**config.mk**
```make
export PLATFORM = sky130hd
export DESIGN_NAME = lmb_queue
export DESIGN_NICKNAME = d
export VERILOG_FILES = /design/src/sv/lmb_pkg.sv /design/src/sv/lmb_queue.sv
export SDC_FILE = /design/constraint.sdc
export NUM_CORES = 1
export LEC_CHECK = 0
export BUFFER_PORTS_ARGS = -buffer_cell sky130_fd_sc_hd__buf_2
export CELL_PAD_IN_SITES_DETAIL_PLACEMENT = 0
export CELL_PAD_IN_SITES_GLOBAL_PLACEMENT = 1
export CORE_MARGIN = 5
export CORE_UTILIZATION = 45
export CTS_CLUSTER_SIZE = 8
export DETAILED_ROUTE_END_ITERATION = 10
export PLACE_DENSITY = 0.76
export SYNTH_ARGS = -nofsm -noshare
export SYNTH_HDL_FRONTEND = slang
export SYNTH_SLANG_ARGS = --single-unit
```
**constraint.sdc**
```tcl
create_clock -name clk -period 3.7 [get_ports clk]
set_input_delay 0.555 -clock clk [delete_from_list [all_inputs] [get_ports clk]]
set_output_delay 0.555 -clock clk [all_outputs]
set_load 0.05 [all_outputs]
```
**src/sv/lmb_pkg.sv**
```systemverilog
// ----------------------------------------------------------------------------
// lmb_pkg: shared types and constants for the 3x3 local-mean binarizer
// Pixel and coordinate widths, register codes, the job passed through the
// queue between front and back, and the effective-size helper.
// ----------------------------------------------------------------------------
`default_nettype none

package lmb_pkg;

  localparam int PIXEL_BITS     = 8;
  localparam int MAX_WIDTH      = 4096;
  localparam int MAX_HEIGHT     = 4096;
  localparam int COORD_BITS     = 12;
  localparam int REG_BITS       = 13;
  localparam int CFG_INDEX_BITS = 2;
  localparam int WIN_TAPS       = 9;
  localparam int SUM_BITS       = PIXEL_BITS + 4;
  localparam int N_SUB          = 4;
  localparam int QUEUE_DEPTH    = 4;
  localparam int QPTR_BITS      = $clog2(QUEUE_DEPTH);
  localparam int QCOUNT_BITS    = $clog2(QUEUE_DEPTH + 1);
  localparam int ROW_ADDR_BITS  = $clog2(MAX_WIDTH);

  localparam logic [CFG_INDEX_BITS-1:0] REG_IMAGE_WIDTH  = 2'd0;
  localparam logic [CFG_INDEX_BITS-1:0] REG_IMAGE_HEIGHT = 2'd1;

  typedef logic [PIXEL_BITS-1:0]    pix_t;
  typedef pix_t [WIN_TAPS-1:0]      window_t;   // index row*3+col, col 2 newest
  typedef logic [COORD_BITS-1:0]    coord_t;

  // One queued pixel: its window and the sub-results it releases.
  // Mask bit order: normal/normal, normal/late col, late row/normal, late/late.
  typedef struct packed {
    window_t            window;
    coord_t             row;
    coord_t             col;
    logic [N_SUB-1:0]   mask;
  } job_t;

  typedef struct packed {
    logic [QCOUNT_BITS-1:0] count;
    logic                   empty;
  } q_stat_t;

  typedef struct packed {
    logic   valid;
    coord_t row;
    coord_t col;
    logic   hit;
    logic   last;
  } res_t;

  // Last valid index for a size register: zero acts as one, oversize saturates.
  function automatic coord_t last_index(input logic [REG_BITS-1:0] v,
                                        input logic [REG_BITS-1:0] lim);
    logic [REG_BITS-1:0] m;
    begin
      m = v - 1'b1;
      if (v == '0) begin
        last_index = '0;
      end else if (v > lim) begin
        m = lim - 1'b1;
        last_index = m[COORD_BITS-1:0];
      end else begin
        last_index = m[COORD_BITS-1:0];
      end
    end
  endfunction

endpackage

`default_nettype wire

```
**src/sv/lmb_queue.sv**
```systemverilog
// ----------------------------------------------------------------------------
// lmb_queue: short job queue between front and back
// A small circular buffer of jobs; the front never pushes into a full queue.
// ----------------------------------------------------------------------------
`default_nettype none

module lmb_queue (
  input  wire logic             clk,
  input  wire logic             rst,
  input  wire logic             push,
  input  wire lmb_pkg::job_t    push_job,
  input  wire logic             pop,
  output lmb_pkg::job_t         head,
  output lmb_pkg::q_stat_t      stat
);

  lmb_pkg::job_t                   slots [lmb_pkg::QUEUE_DEPTH];
  logic [lmb_pkg::QPTR_BITS-1:0]   wr_ptr;
  logic [lmb_pkg::QPTR_BITS-1:0]   rd_ptr;
  logic [lmb_pkg::QCOUNT_BITS-1:0] count;

  always_ff @(posedge clk) begin
    if (rst) begin
      wr_ptr <= '0;
      rd_ptr <= '0;
      count  <= '0;
    end else begin
      if (push) begin
        wr_ptr <= lmb_pkg::QPTR_BITS'(wr_ptr + 1'b1);
      end
      if (pop) begin
        rd_ptr <= lmb_pkg::QPTR_BITS'(rd_ptr + 1'b1);
      end
      if (push && !pop) begin
        count <= count + 1'b1;
      end else if (pop && !push) begin
        count <= count - 1'b1;
      end
    end
  end

  always_ff @(posedge clk) begin
    if (push) begin
      slots[wr_ptr] <= push_job;
    end
  end

  assign head       = slots[rd_ptr];
  assign stat.count = count;
  assign stat.empty = (count == '0);

endmodule

`default_nettype wire

```
# Word-level counts from Yosys, hierarchy flattened
# Memory sizes are Yosys's and may differ from the RTL's. A register that Yosys moved wholly into a read port is not among the register bits.
# Index checks and enable logic that the tools add are counted.
[op_classes]
addsub = 4
mux = 6
reduce_logical = 6
[op_table]
columns = ["op", "count"]
rows = [
  ["$mux W3", 2],
  ["$add A2 B1 Y2 const B", 2],
  ["$mux W2", 2],
  ["$add A3 B1 Y3 const B", 1],
  ["$logic_not A3 Y1", 1],
  ["$sub A3 B1 Y3 const B", 1],
  ["$logic_and A1 B1 Y1", 2],
  ["$logic_not A1 Y1", 2],
  ["$mux W1", 2],
  ["$reduce_bool A2 Y1", 1],
]
[word_totals]
memories = 1
elab_cells = 20
output_inout_bits = 104
ff_bits = 7
ramBits = 400
[mem_list]
columns = ["name", "words", "word_bits", "rd", "rd_clocked_by_memory_dff", "wr", "line_no", "rtl"]
rows = [
  ["slots", 4, 100, 1, 1, 1, "lmb_queue.sv:17", "lmb_pkg::job_t slots [lmb_pkg::QUEUE_DEPTH];"],
]

# Logic depth before layout (Yosys ltp)
[depth]
word_depth = 4
depth_mapped = 7
depth_no_buf = 7

# Worst setup path before layout
# No wires, ideal clock.
[synth_timing]
kind = "in2reg"
from = "input push"
to = "memory slots[0][0] (netlist bit) (enable)"
stages = 1
arrival_time_ps = 2864
path_slack_ps = 366
setup_ps = 470
cell_sequence = "and2_1"
[synth_between]
elab_chain_cells = 2
[synth_rtl]
columns = ["element", "line_no", "rtl"]
rows = [
  ["start, declared", "lmb_queue.sv:10", "input wire logic push,"],
  ["$mux W1", "lmb_queue.sv:43", "if (push) begin"],
  ["$mux W1 (implied by the code)", "lmb_queue.sv:44", "slots[wr_ptr] <= push_job;"],
  ["end, declared", "lmb_queue.sv:17", ""],
]
# No other way between the ends.

==> results.md <==
- Vias in the first global route: 7392
- Synthesis-to-layout area growth: 20.5%
- Placed Area: 16500 um^2
- Crit path cell chain: buf_4 > mux4_2 > buf_2
- Core Area: 32700 um^2
- Clk slew on worst S/H paths: 0.05 ns
- GP Congestion: 0.714
- Clock network power share: 39.1%
- R2r setup slk: 1.78 ns
- Fin crit period: 3.00 ns
- R2R cell count: 4
- GRT Overall Usage: 15.3%
- Pin slew with the least headroom to its limit: 0.777 ns
- Average cell area after synthesis: 26.5 um^2
- Worst-path fanout max: 22
- Leakage: 6.08 nW
- Critical path type: reg -> out
- Layout cells sized above 1: 46.5%
- Comb pwr share: 13.2%
- Via count: 6666
- Die W: 192 um
- Die Span Y: 192 um
- VDD IR max: 0.000409 V
- Tcrit/Tclk final: 81.2%
- Ys Warns: 0
- Setup Total Neg Slack: 0 ns
- Buffers added on ports: 207
- Layout Nets: 934
- Status: complete, no violations
- CTS max path bufs: 3
- Post-synthesis cell count: 565
- Hold Path Depth: 1
- Power per Cell Area: 630 nW/um^2
- WHS Endpoint: slots[0][20]$_DFFE_PP_
- Critical-path top delay cell: dfxtp_4
- Reg-to-reg critical path endpoint: slots[1][23]$_DFFE_PP_
- Critical path data arrival time: 2.45 ns
- Hold Crit Class: in -> reg
- Final HPWL DP: 17100 um
- Initial DRC Count: 352
- Fraction of power spent switching nets: 24.7%
- Critical path's top delay family: flip-flops
- Yosys cell types: 21
- Hold_buf cts: 0
- Die ar.: 37000 um^2
- Clk_skew: 0.0186 ns
- CTS tree: yes
- Post-detailed-route count of antenna-violating nets: 0
- Crit start category: flip-flop
- Mapped cell area: 15000 um^2
- RSZ-0062 raised after global routing: no
- Critical path buffers and inverters: 2
- Largest net degree at the start of global routing: 62
- Max_slew headroom: 48.2%
- Clock root buffer: clkbuf_16
- Clock sink total: 409
- Crit path largest cell delay: 0.65 ns
- Post-route cell area: 18000 um^2
- Final Hold Vio Count: 0
- Req. time, crit path: 3.14 ns
- Flop pwr share: 47.6%
- Routed len/inst: 21.7 um
- Seq/Total Area, Yosys: 81.5%
- CTS Buf Count: 57
- Syn_nets: 675
- Via density: 5.20
- Post-route DRC: 0
- Total Wirelength: 27900 um
- #FFs+latches synth: 409
- Final core occ: 55.1%
- IO Pins: 208
- Detailed Routing Iterations Pass 1: 4
- # setup viols final: 0
- GR Overflow Total: 0
- Power, Total: 11.4 mW
- First-pass GRT wire length: 43000 um
- Hold Startpoint: push_job[20]
- # rows: 66
- Maxcap violations: 0
- H-tree depth: 2
- Worst r2r src: wr_ptr[1]$_SDFFE_PP0P_
- Net switching power figure: 2.81 mW
- Post-CTS sizing: 0
- FMAX: 333 MHz
- Initial Utilization: 45.7%
- Skew-Pair Late Insertion Delay: 0.55 ns
- Post-CTS setup buffers: 0
- Final Max Slew Viols: 0
- Initial antenna violation count: 5
- Crit path capture type: primary output
- Pint: 8.55 mW
==> sequential cells by signal, summed over array words and instances (netlist names), named ones only <==
name	count
count	3
slots	400
rd_ptr	2
wr_ptr	2
==> power by group through the flow <==
stage | Combinational [mW] | Clock, mW | Sequential, mW
2_1_floorplan | 1.15 | 0 | 5.49
3_3_place_gp | 1.52 | 0 | 5.49
3_5_place_dp | 1.53 | 0 | 5.50
4_1_cts | 1.53 | 4.57 | 5.42
5_1_grt | 1.59 | 4.79 | 5.43
6_report | 1.50 | 4.45 | 5.41
==> layout make-up <==
class,instances,area (um^2)
clock buffers,70,1500
well taps,442,553
flip-flops and latches,409,12200
multi-input cells,129,2480
inverters,4,15.0
fillers,2508,14700
clock inverters,2,23.8
diodes,2,5.00
repair buffers,223,1240
==> logic make-up (layout without fill, tap and decap cells) <==
group                    after synthesis  in the layout  synth area share, %
other                                  0              2                    0
multiplexers                         102            102                 15.2
AND/OR/NAND/NOR                       14             14                0.444
flip-flops                           409            409                 81.5
buffers and inverters                 27            299                 1.90
adder cells (fa/ha/maj)                6              6                0.552
XOR/XNOR                               5              5                0.293
AO/OA/AOI/OAI                          2              2               0.0669
==> Yosys cell counts, drive strengths merged <==
master | number | share of area (%)
buf | 22 | 1.8
mux2i | 2 | 0.13
a21oi | 1 | 0.033
or3 | 1 | 0.042
o21ai | 1 | 0.033
nand2 | 1 | 0.025
nor2 | 7 | 0.18
xor2 | 3 | 0.18
fa | 1 | 0.13
inv | 4 | 0.10
clkbuf | 1 | 0.025
mux4 | 100 | 15
xnor2 | 2 | 0.12
and2 | 4 | 0.17
dfxtp | 9 | 1.2
edfxtp | 400 | 80
ha | 5 | 0.42
nor3 | 1 | 0.033
==> metal layers <==
layer | wire length [um] | track usage (%) | vias to the layer above
li1 | - | - | 2930
met1 | 11400 | 20.3 | 3490
met2 | 13800 | 25.0 | 191
met3 | 2130 | 4.87 | 47
met4 | 399 | 3.73 | 8
met5 | 61 | 0 | -
==> worst max-delay path by stage <==
stage | from | endpoint | slack, ns | cells after the start
2_1_floorplan | push | slots[0][0]$_DFFE_PP_ | 0.37 | 1
3_5_place_dp | flip-flop | head[44] | 1.21 | 3
3_3_place_gp | flip-flop | head[44] | 1.24 | 3
5_1_grt | flip-flop | head[56] | 0.50 | 3
4_1_cts | flip-flop | head[56] | 0.59 | 3
6_report | flip-flop | head[56] | 0.70 | 3
==> through the flow <==
| stage | hold WS (ns) | worst slack (ns) | instances |
|---|---|---|---|
| after global placement | 0.489 | 1.24 | 1207 |
| final | 0.217 | 0.696 | 1281 |
| after global routing | 0.197 | 0.502 | 1279 |
| after detailed placement | 0.500 | 1.21 | 1207 |
| after CTS | 0.188 | 0.589 | 1279 |
| after floorplan | 0.485 | 0.366 | 565 |
==> cell usage in the layout (no fill, tap or decap), types with 3 or more instances in the layout <==
| cell | Yosys | final |
|---|---|---|
| clkbuf_16 | 0 | 58 |
| buf_2 | 10 | 207 |
| and2_4 | 0 | 4 |
| dfxtp_1 | 9 | 7 |
| edfxtp_1 | 400 | 400 |
| mux4_2 | 100 | 100 |
| nor2_1 | 7 | 7 |
| clkbuf_1 | 1 | 12 |
| xor2_1 | 3 | 3 |
| ha_1 | 5 | 5 |
| buf_12 | 10 | 7 |
| inv_1 | 4 | 4 |
| buf_4 | 0 | 9 |
Note: power is estimated with default switching activity, not from simulation.
