## src/sv/lmb_pkg.sv

```systemverilog
// ----------------------------------------------------------------------------
// lmb_pkg: shared types and constants for the 3x3 local-mean binarizer
// Pixel and coordinate widths, register codes, the job passed through the
// queue between front and back, and the effective-size helper.
// ----------------------------------------------------------------------------
`default_nettype none

package lmb_pkg;

  localparam int PIXEL_BITS     = 8;
  localparam int MAX_WIDTH      = 4096;
  localparam int MAX_HEIGHT     = 4096;
  localparam int COORD_BITS     = 12;
  localparam int REG_BITS       = 13;
  localparam int CFG_INDEX_BITS = 2;
  localparam int WIN_TAPS       = 9;
  localparam int SUM_BITS       = PIXEL_BITS + 4;
  localparam int N_SUB          = 4;
  localparam int QUEUE_DEPTH    = 4;
  localparam int QPTR_BITS      = $clog2(QUEUE_DEPTH);
  localparam int QCOUNT_BITS    = $clog2(QUEUE_DEPTH + 1);
  localparam int ROW_ADDR_BITS  = $clog2(MAX_WIDTH);

  localparam logic [CFG_INDEX_BITS-1:0] REG_IMAGE_WIDTH  = 2'd0;
  localparam logic [CFG_INDEX_BITS-1:0] REG_IMAGE_HEIGHT = 2'd1;

  typedef logic [PIXEL_BITS-1:0]    pix_t;
  typedef pix_t [WIN_TAPS-1:0]      window_t;   // index row*3+col, col 2 newest
  typedef logic [COORD_BITS-1:0]    coord_t;

  // One queued pixel: its window and the sub-results it releases.
  // Mask bit order: normal/normal, normal/late col, late row/normal, late/late.
  typedef struct packed {
    window_t            window;
    coord_t             row;
    coord_t             col;
    logic [N_SUB-1:0]   mask;
  } job_t;

  typedef struct packed {
    logic [QCOUNT_BITS-1:0] count;
    logic                   empty;
  } q_stat_t;

  typedef struct packed {
    logic   valid;
    coord_t row;
    coord_t col;
    logic   hit;
    logic   last;
  } res_t;

  // Last valid index for a size register: zero acts as one, oversize saturates.
  function automatic coord_t last_index(input logic [REG_BITS-1:0] v,
                                        input logic [REG_BITS-1:0] lim);
    logic [REG_BITS-1:0] m;
    begin
      m = v - 1'b1;
      if (v == '0) begin
        last_index = '0;
      end else if (v > lim) begin
        m = lim - 1'b1;
        last_index = m[COORD_BITS-1:0];
      end else begin
        last_index = m[COORD_BITS-1:0];
      end
    end
  endfunction

endpackage

`default_nettype wire

```

## src/sv/lmb_back.sv

```systemverilog
// ----------------------------------------------------------------------------
// lmb_back: threshold evaluation and result register
// Walks the pending neighbourhoods of the head job, one per cycle while the
// result register is free or popped, and holds each result until taken.
// ----------------------------------------------------------------------------
`default_nettype none

module lmb_back (
  input  wire logic             clk,
  input  wire logic             rst,
  input  wire lmb_pkg::job_t    head,
  input  wire lmb_pkg::q_stat_t q_stat,
  output logic                  q_pop,
  input  wire logic             pop,
  output lmb_pkg::res_t         res
);

  logic [lmb_pkg::N_SUB-1:0]  done;
  logic [lmb_pkg::N_SUB-1:0]  pend;
  logic [lmb_pkg::N_SUB-1:0]  sel_mask;
  logic [1:0]                 sel;
  logic                       rlate;
  logic                       clate;
  logic                       last;
  logic                       load;
  logic [1:0]                 rs [3];
  logic [1:0]                 cs [3];
  logic [lmb_pkg::SUM_BITS-1:0] sum;
  logic [lmb_pkg::SUM_BITS-1:0] nine_c;
  lmb_pkg::pix_t              centre;
  lmb_pkg::coord_t            ro;
  lmb_pkg::coord_t            co;

  assign pend = head.mask & ~done;

  always_comb begin
    sel = 2'd3;
    for (int i = lmb_pkg::N_SUB - 1; i >= 0; i--) begin
      if (pend[i]) begin
        sel = 2'(i);
      end
    end
  end

  assign sel_mask = lmb_pkg::N_SUB'(1) << sel;
  assign last     = ((pend & ~sel_mask) == '0);
  assign rlate    = sel[1];
  assign clate    = sel[0];
  assign load     = !q_stat.empty && (!res.valid || pop);
  assign q_pop    = load && last;

  // Late neighbourhoods replicate the bottom row or right column.
  always_comb begin
    rs[0] = rlate ? 2'd1 : 2'd0;
    rs[1] = rlate ? 2'd2 : 2'd1;
    rs[2] = 2'd2;
    cs[0] = clate ? 2'd1 : 2'd0;
    cs[1] = clate ? 2'd2 : 2'd1;
    cs[2] = 2'd2;
  end

  always_comb begin
    sum = '0;
    for (int i = 0; i < 3; i++) begin
      for (int j = 0; j < 3; j++) begin
        sum = sum + lmb_pkg::SUM_BITS'(head.window[4'(rs[i]) * 4'd3 + 4'(cs[j])]);
      end
    end
    centre = head.window[4'(rs[1]) * 4'd3 + 4'(cs[1])];
    nine_c = (lmb_pkg::SUM_BITS'(centre) << 3) + lmb_pkg::SUM_BITS'(centre);
  end

  assign ro = rlate ? head.row : head.row - 1'b1;
  assign co = clate ? head.col : head.col - 1'b1;

  always_ff @(posedge clk) begin
    if (rst) begin
      done      <= '0;
      res.valid <= 1'b0;
    end else begin
      if (load) begin
        done      <= last ? '0 : (done | sel_mask);
        res.valid <= 1'b1;
      end else if (pop) begin
        res.valid <= 1'b0;
      end
    end
    if (load) begin
      res.row  <= ro;
      res.col  <= co;
      res.hit  <= (nine_c <= sum);
      res.last <= last;
    end
  end

endmodule

`default_nettype wire

```

## config.mk

```make
export PLATFORM = sky130hd
export DESIGN_NAME = lmb_back
export DESIGN_NICKNAME = d
export VERILOG_FILES = /design/src/sv/lmb_pkg.sv /design/src/sv/lmb_back.sv
export SDC_FILE = /design/constraint.sdc
export NUM_CORES = 1
export LEC_CHECK = 0
export ABC_AREA = 1
export BUFFER_PORTS_ARGS = -buffer_cell sky130_fd_sc_hd__buf_2
export CORE_ASPECT_RATIO = 1.5
export CORE_UTILIZATION = 61
export DETAILED_ROUTE_END_ITERATION = 10
export PLACE_DENSITY = 0.92
export SLEW_MARGIN = 15
export SYNTH_ARGS = -nofsm -noshare
export SYNTH_HDL_FRONTEND = slang
export SYNTH_SLANG_ARGS = --single-unit
export TNS_END_PERCENT = 50
```

## constraint.sdc

```tcl
create_clock -name clk -period 14.65 [get_ports clk]
set_input_delay 2.93 -clock clk [delete_from_list [all_inputs] [get_ports clk]]
set_output_delay 2.93 -clock clk [all_outputs]
set_load 0.005 [all_outputs]
```

==> Word level (Yosys, flattened, before mapping) <==
Cells that the tools add are included.
{ "op_classes": {"bitwise": 5, "n_mul": 2, "mux": 28, "shift": 1, "n_reduce_logical": 7, "order_cmp": 9, "add_sub_neg": 19} }
{ "ops": {"columns": ["op", "n"], "rows": [
  ["$bmux 8 s4", 8],
  ["$mux 8", 8],
  ["$add 12x8->12", 4],
  ["$lt 4x5->1 const B", 8],
  ["$add 11x8->12", 2],
  ["$mux 12", 2],
  ["$sub 12x1->12 const B", 2],
  ["$le 12x12->1", 1],
  ["$add 10x8->11", 1],
  ["$add 9x8->10", 1],
  ["$add 8x8->9", 1],
  ["$add 4x1->4", 2],
  ["$add 4x2->4", 2],
  ["$and 4x4->4", 2],
  ["$mux 2", 4],
  ["$not 4->4", 2],
  ["$mux 1", 5],
  ["$add 3x1->4 const A", 1],
  ["$add 3x2->4 const A", 1],
  ["$add 3x2->4 const B", 1],
  ["$add 4x2->4 const B", 1],
  ["$logic_not 4->1", 1],
  ["$mul 2x2->4 const B", 1],
  ["$mux 4", 1],
  ["7 further kinds", 9]
]} }
{ "word_totals": {"regBits": 31, "elab_cells": 77} }

==> Depth between registers and ports, before layout <==
{ "logic_depth": {"ltp_word": 19, "mapped_depth": 37, "depth_no_buf": 35} }

==> Worst setup path after synthesis <==
Ideal clock, no wire load.
{ "synth_path": {"path_kind": "input -> register", "start": "in head[1] (netlist name)", "end": "reg res[1] (netlist name) (data pin)", "stages": 33, "setup_slack_ns": 5.703, "arrival_ns": 8.686, "path_cell_list": "nand2_2 > nand3_2 > nand2_4 > buf_2 > inv_1 > ha_1 > inv_2 > buf_6 > buf_6 > a21oi_1 > o21ai_1 > nand2_1 > nor2_1 > o32ai_1 > fa_1 > fa_1 > fa_1 > inv_1 > fa_1 > inv_1 > ha_1 > fa_1 > nand3_1 > nand2_1 > a21oi_1 > o21ai_0 > xor2_1 > ha_1 > nand4_1 > nor3_1 > nand2_1 > nand2_1 > o21ai_0"} }
{ "synth_via": {"elab_chain_cells": 17, "elab_cells_between_ends": 43} }
{ "synth_lines": {"columns": ["item", "line_no", "rtl"], "rows": [
  ["start: declaration", "lmb_back.sv:11", "input wire lmb_pkg::job_t head,"],
  ["$and 4x4->4 *", "lmb_back.sv:34", "assign pend = head.mask & ~done;"],
  ["$mux 2 * (2 in a row)", "lmb_back.sv:39", "if (pend[i]) begin"],
  ["$mux 1", "lmb_back.sv:54", "rs[0] = rlate ? 2'd1 : 2'd0;"],
  ["$mul 1x2->3", "lmb_back.sv:66", "sum = sum + lmb_pkg::SUM_BITS'(head.window[4'(rs[i]) * 4'd3 + 4'(cs[j])]);"],
  ["$add 4x1->4 or $add 4x2->4 (tied branches)", "lmb_back.sv:66", null],
  ["$bmux 8 s4", "lmb_back.sv:66", null],
  ["$mux 8 (not written as such)", "lmb_back.sv:66", null],
  ["$add 8x8->9", "lmb_back.sv:66", null],
  ["$add 9x8->10", "lmb_back.sv:66", null],
  ["$add 10x8->11", "lmb_back.sv:66", null],
  ["$add 11x8->12", "lmb_back.sv:66", null],
  ["$add 12x8->12 (4 in a row)", "lmb_back.sv:66", null],
  ["$le 12x12->1 *", "lmb_back.sv:91", "res.hit <= (nine_c <= sum);"],
  ["end: declaration", "lmb_back.sv:15", "output lmb_pkg::res_t res"]
]} }
Mark *: on every way between the ends. The rest lies on a longest branch, timed or not. The select of a mux whose other input is x is not followed.
A chain may end at the register's enable or synchronous reset.

==> Worst setup path in the final report <==
{ "layout_path": {"start": "in head[0] (netlist name)", "end": "reg res[1] (netlist name) (data pin)"} }
{ "layout_via": {"elab_chain_cells": 16, "elab_cells_between_ends": 42} }
{ "layout_lines": {"columns": ["item", "line_no"], "rows": [
  ["$and 4x4->4 *", "lmb_back.sv:34"],
  ["$mux 2 *", "lmb_back.sv:39"],
  ["$mux 1", "lmb_back.sv:54"],
  ["$mul 1x2->3", "lmb_back.sv:66"],
  ["$add 4x1->4 or $add 4x2->4 (tied branches)", "lmb_back.sv:66"],
  ["$bmux 8 s4", "lmb_back.sv:66"],
  ["$mux 8 (not written as such)", "lmb_back.sv:66"],
  ["$add 8x8->9", "lmb_back.sv:66"],
  ["$add 9x8->10", "lmb_back.sv:66"],
  ["$add 10x8->11", "lmb_back.sv:66"],
  ["$add 11x8->12", "lmb_back.sv:66"],
  ["$add 12x8->12 (4 in a row)", "lmb_back.sv:66"],
  ["$le 12x12->1 *", "lmb_back.sv:91"]
]} }
Marked as above.

==> run_results.csv <==
group,metric,value,unit
run,maxCapViolCount,0,
grt,grt_pass1_vias,6128,
clock_network,post_cts_buffers,0,
clock_network,clockBufferDepth,2,
grt,grt_max_degree,44,
drt,first_iter_violations,723,
grt,grt_pass1_wl,27600,um
place,port_buffers,131,
final_layout,final_nets,1155,
clock_network,clk_pin_slew,0.05,ns
min_path,worstHoldPathCells,2,
clock_network,cts_resized,0,
synth,avgSynthCellArea,6.97,sq um
place,preCtsSetupSlack,3.65,ns
timing,hold_violations,0,
final_layout,final_layout_size_suffix_gt1_frac,0.171,
die,die_h,123,um
setup_path,crit_path_max_incr_delay,0.77,ns
setup_path,ff2ff_path_depth,30,
setup_path,cp_max_fo,43,
setup_path,crit_family,"adder cells",
synth,synth_top_cell_by_area,"fa_1",
setup_path,path_class,"in -> reg",
setup_path,startpoint_type,"input port",
die,core.rowCount,43,
drt,viasPerCell,5.94,
synth,synth_ff_type,"edfxtp_1",
die,fp.dieW,82.4,um
die,core,9310,sq um
timing,fmaxAchievable,0.0920,GHz
grt,grt-ovfl-total,0,
timing,worst_slew_pin_slew,1.05,ns
min_path,hold_class,"reg -> reg",
setup_path,worstSetupStartpoint,"head[0]",
timing,worst_slack,3.78,ns
setup_path,critPathCaptureType,"flip-flop",
drt,wire_per_inst,16.1,um
status,status,"completed",
timing,finalMaxSlewViolations,0,
synth,synth_warnings,0,
setup_path,path_common_cell,"fa_1",
drt,first_pass_iters,5,
synth,synth_nets,1048,
synth,synthCells,848,
place,gp_congestion,0.992,
synth,synth-edff-count,26,
timing,period_minus_slack,10.87,ns
clock_network,hold_buffers,0,
drt,wl,17200,um
drt,drc,0,
grt,antenna_found_initial,1,
setup_path,r2r-start,"done[0]",
synth,synth-async-reset-ratio,0,
die,die-area,10100,sq um
synth,synthTopCellsByArea,"fa_1 (19%), edfxtp_1 (13%), nand2_1 (13%)",
setup_path,path_depth,30,
grt,grt_use_total,0.364,
clock_network,clock_latency,0.28,ns
min_path,hp-start,"done[3]",
setup_path,critical-path-slowest-cell,"ha_1",
timing,slew_headroom,0.299,
clock_network,numCtsBuffers,5,
clock_network,h-tree-depth,2,
timing,rsz0062_at_grt,"no",
timing,fin_worst_skew,0.00440,ns
timing,min_period_over_period,0.742,
drt,vias,6352,
synth,syn-cell-area,5910,sq um
drt,antenna_left,0,
clock_network,cts_sinks,31,
die,boundaryPins,135,
synth,yosys.area.top_type_share,0.186,
synth,yosysSeqAreaShare,0.149,
timing,setup_viol,0,
synth,synth.distinct_cells,47,
die,start_util,0.635,
final_layout,syn_to_final_growth,13.1,%
clock_network,cts_tree,"built",
setup_path,arrival,10.89,ns
synth,synth_seq_cells,31,
setup_path,crit_required,14.67,ns
clock_network,cts-root-buf,"clkbuf_16",
place,dp_hpwl,13300,um
timing,finalSetupTns,0,ns
setup_path,worst-path-buf-inv,5,
==> tightest hold or removal path: cells and delay by family (launching register included) <==
family | cells | cell delay, ns
flops | 1 | 0.30
buf+inv | 1 | 0.07
compound gates | 1 | 0.06
==> cells in the mapped netlist, types with 2 or more instances <==
library cell,instances
a31oi_1,10
nand2_2,2
nor3_1,7
buf_4,3
nand4_1,8
inv_1,152
fa_1,55
nor2_1,37
a21oi_1,49
buf_2,16
xor2_1,20
nand2_4,3
a31o_2,2
nand3_1,51
clkbuf_1,9
inv_2,6
nand3_2,2
a32o_1,4
mux2i_1,3
a22oi_1,2
xnor2_1,10
o31ai_1,2
o21ai_0,84
buf_6,4
o211ai_1,8
edfxtp_1,26
nand2_1,200
dfxtp_1,5
o22ai_1,2
ha_1,38
o21ai_1,12
==> layout by cell type, fill, tap and decap left out, drive strengths merged, types with 2 or more instances in the layout <==
cell type	instances
a21oi	49
nand4	9
o211ai	9
nor2	38
clkinv	2
a31o	2
a22oi	3
xor2	20
dfxtp	5
xnor2	10
edfxtp	26
and2	2
fa	55
o31ai	3
clkbuf	6
ha	38
a31oi	10
a32o	4
mux2i	3
nand2	205
o22ai	2
o21ai	97
inv	158
buf	133
nor3	7
nand3	53
==> path summary, 6_finish.rpt <==
check                               end  slack [ns]
worst max-delay path             res[1]        3.78
worst min-delay path            done[3]        0.48
worst max register to register   res[1]        6.17
worst min register to register  done[3]        0.48
==> sequential cells by signal, indices dropped and copies added, names as in the netlist <==
signal and cells:
done 4, res 27
==> area by class of cell <==
cell class | count | area [sq um]
timing repair buffer | 133 | 671
antenna | 1 | 2.50
tap | 112 | 140
sequential | 31 | 881
multi-input combinational | 625 | 4250
inverter | 159 | 597
clock buffer | 6 | 129
clock inverter | 2 | 12.5
fill | 774 | 2630
==> routing by layer <==
layer,track usage,vias up,part of all wire
met5,0,-,0
met3,0.0721,94,0.10
met2,0.633,424,0.50
li1,-,2942,-
met1,0.374,2892,0.32
met4,0.269,0,0.073
==> cell families after synthesis <==
group           count (synthesis)  share of synthesized area
compound gates                182                      0.174
xor+xnor                       30                     0.0445
fa+ha+maj                      93                      0.267
buf+inv                       192                      0.132
flops                          31                      0.149
mux                             3                    0.00508
simple gates                  317                      0.228
==> per-stage QoR <==
stage	cell area (sq um)	cells	util	hold WS, ns
after CTS	6680	1068	0.718	0.476
after detailed placement	6540	1060	0.703	0.466
after global routing	6680	1069	0.718	0.505
after floorplan	5910	848	-	0.431
final	6680	1069	0.718	0.482
after global placement	6540	1060	0.703	0.440
Power is left out: the tool's default activity adds up to more than one toggle a clock period on the data nets, which glitch-free logic cannot reach.
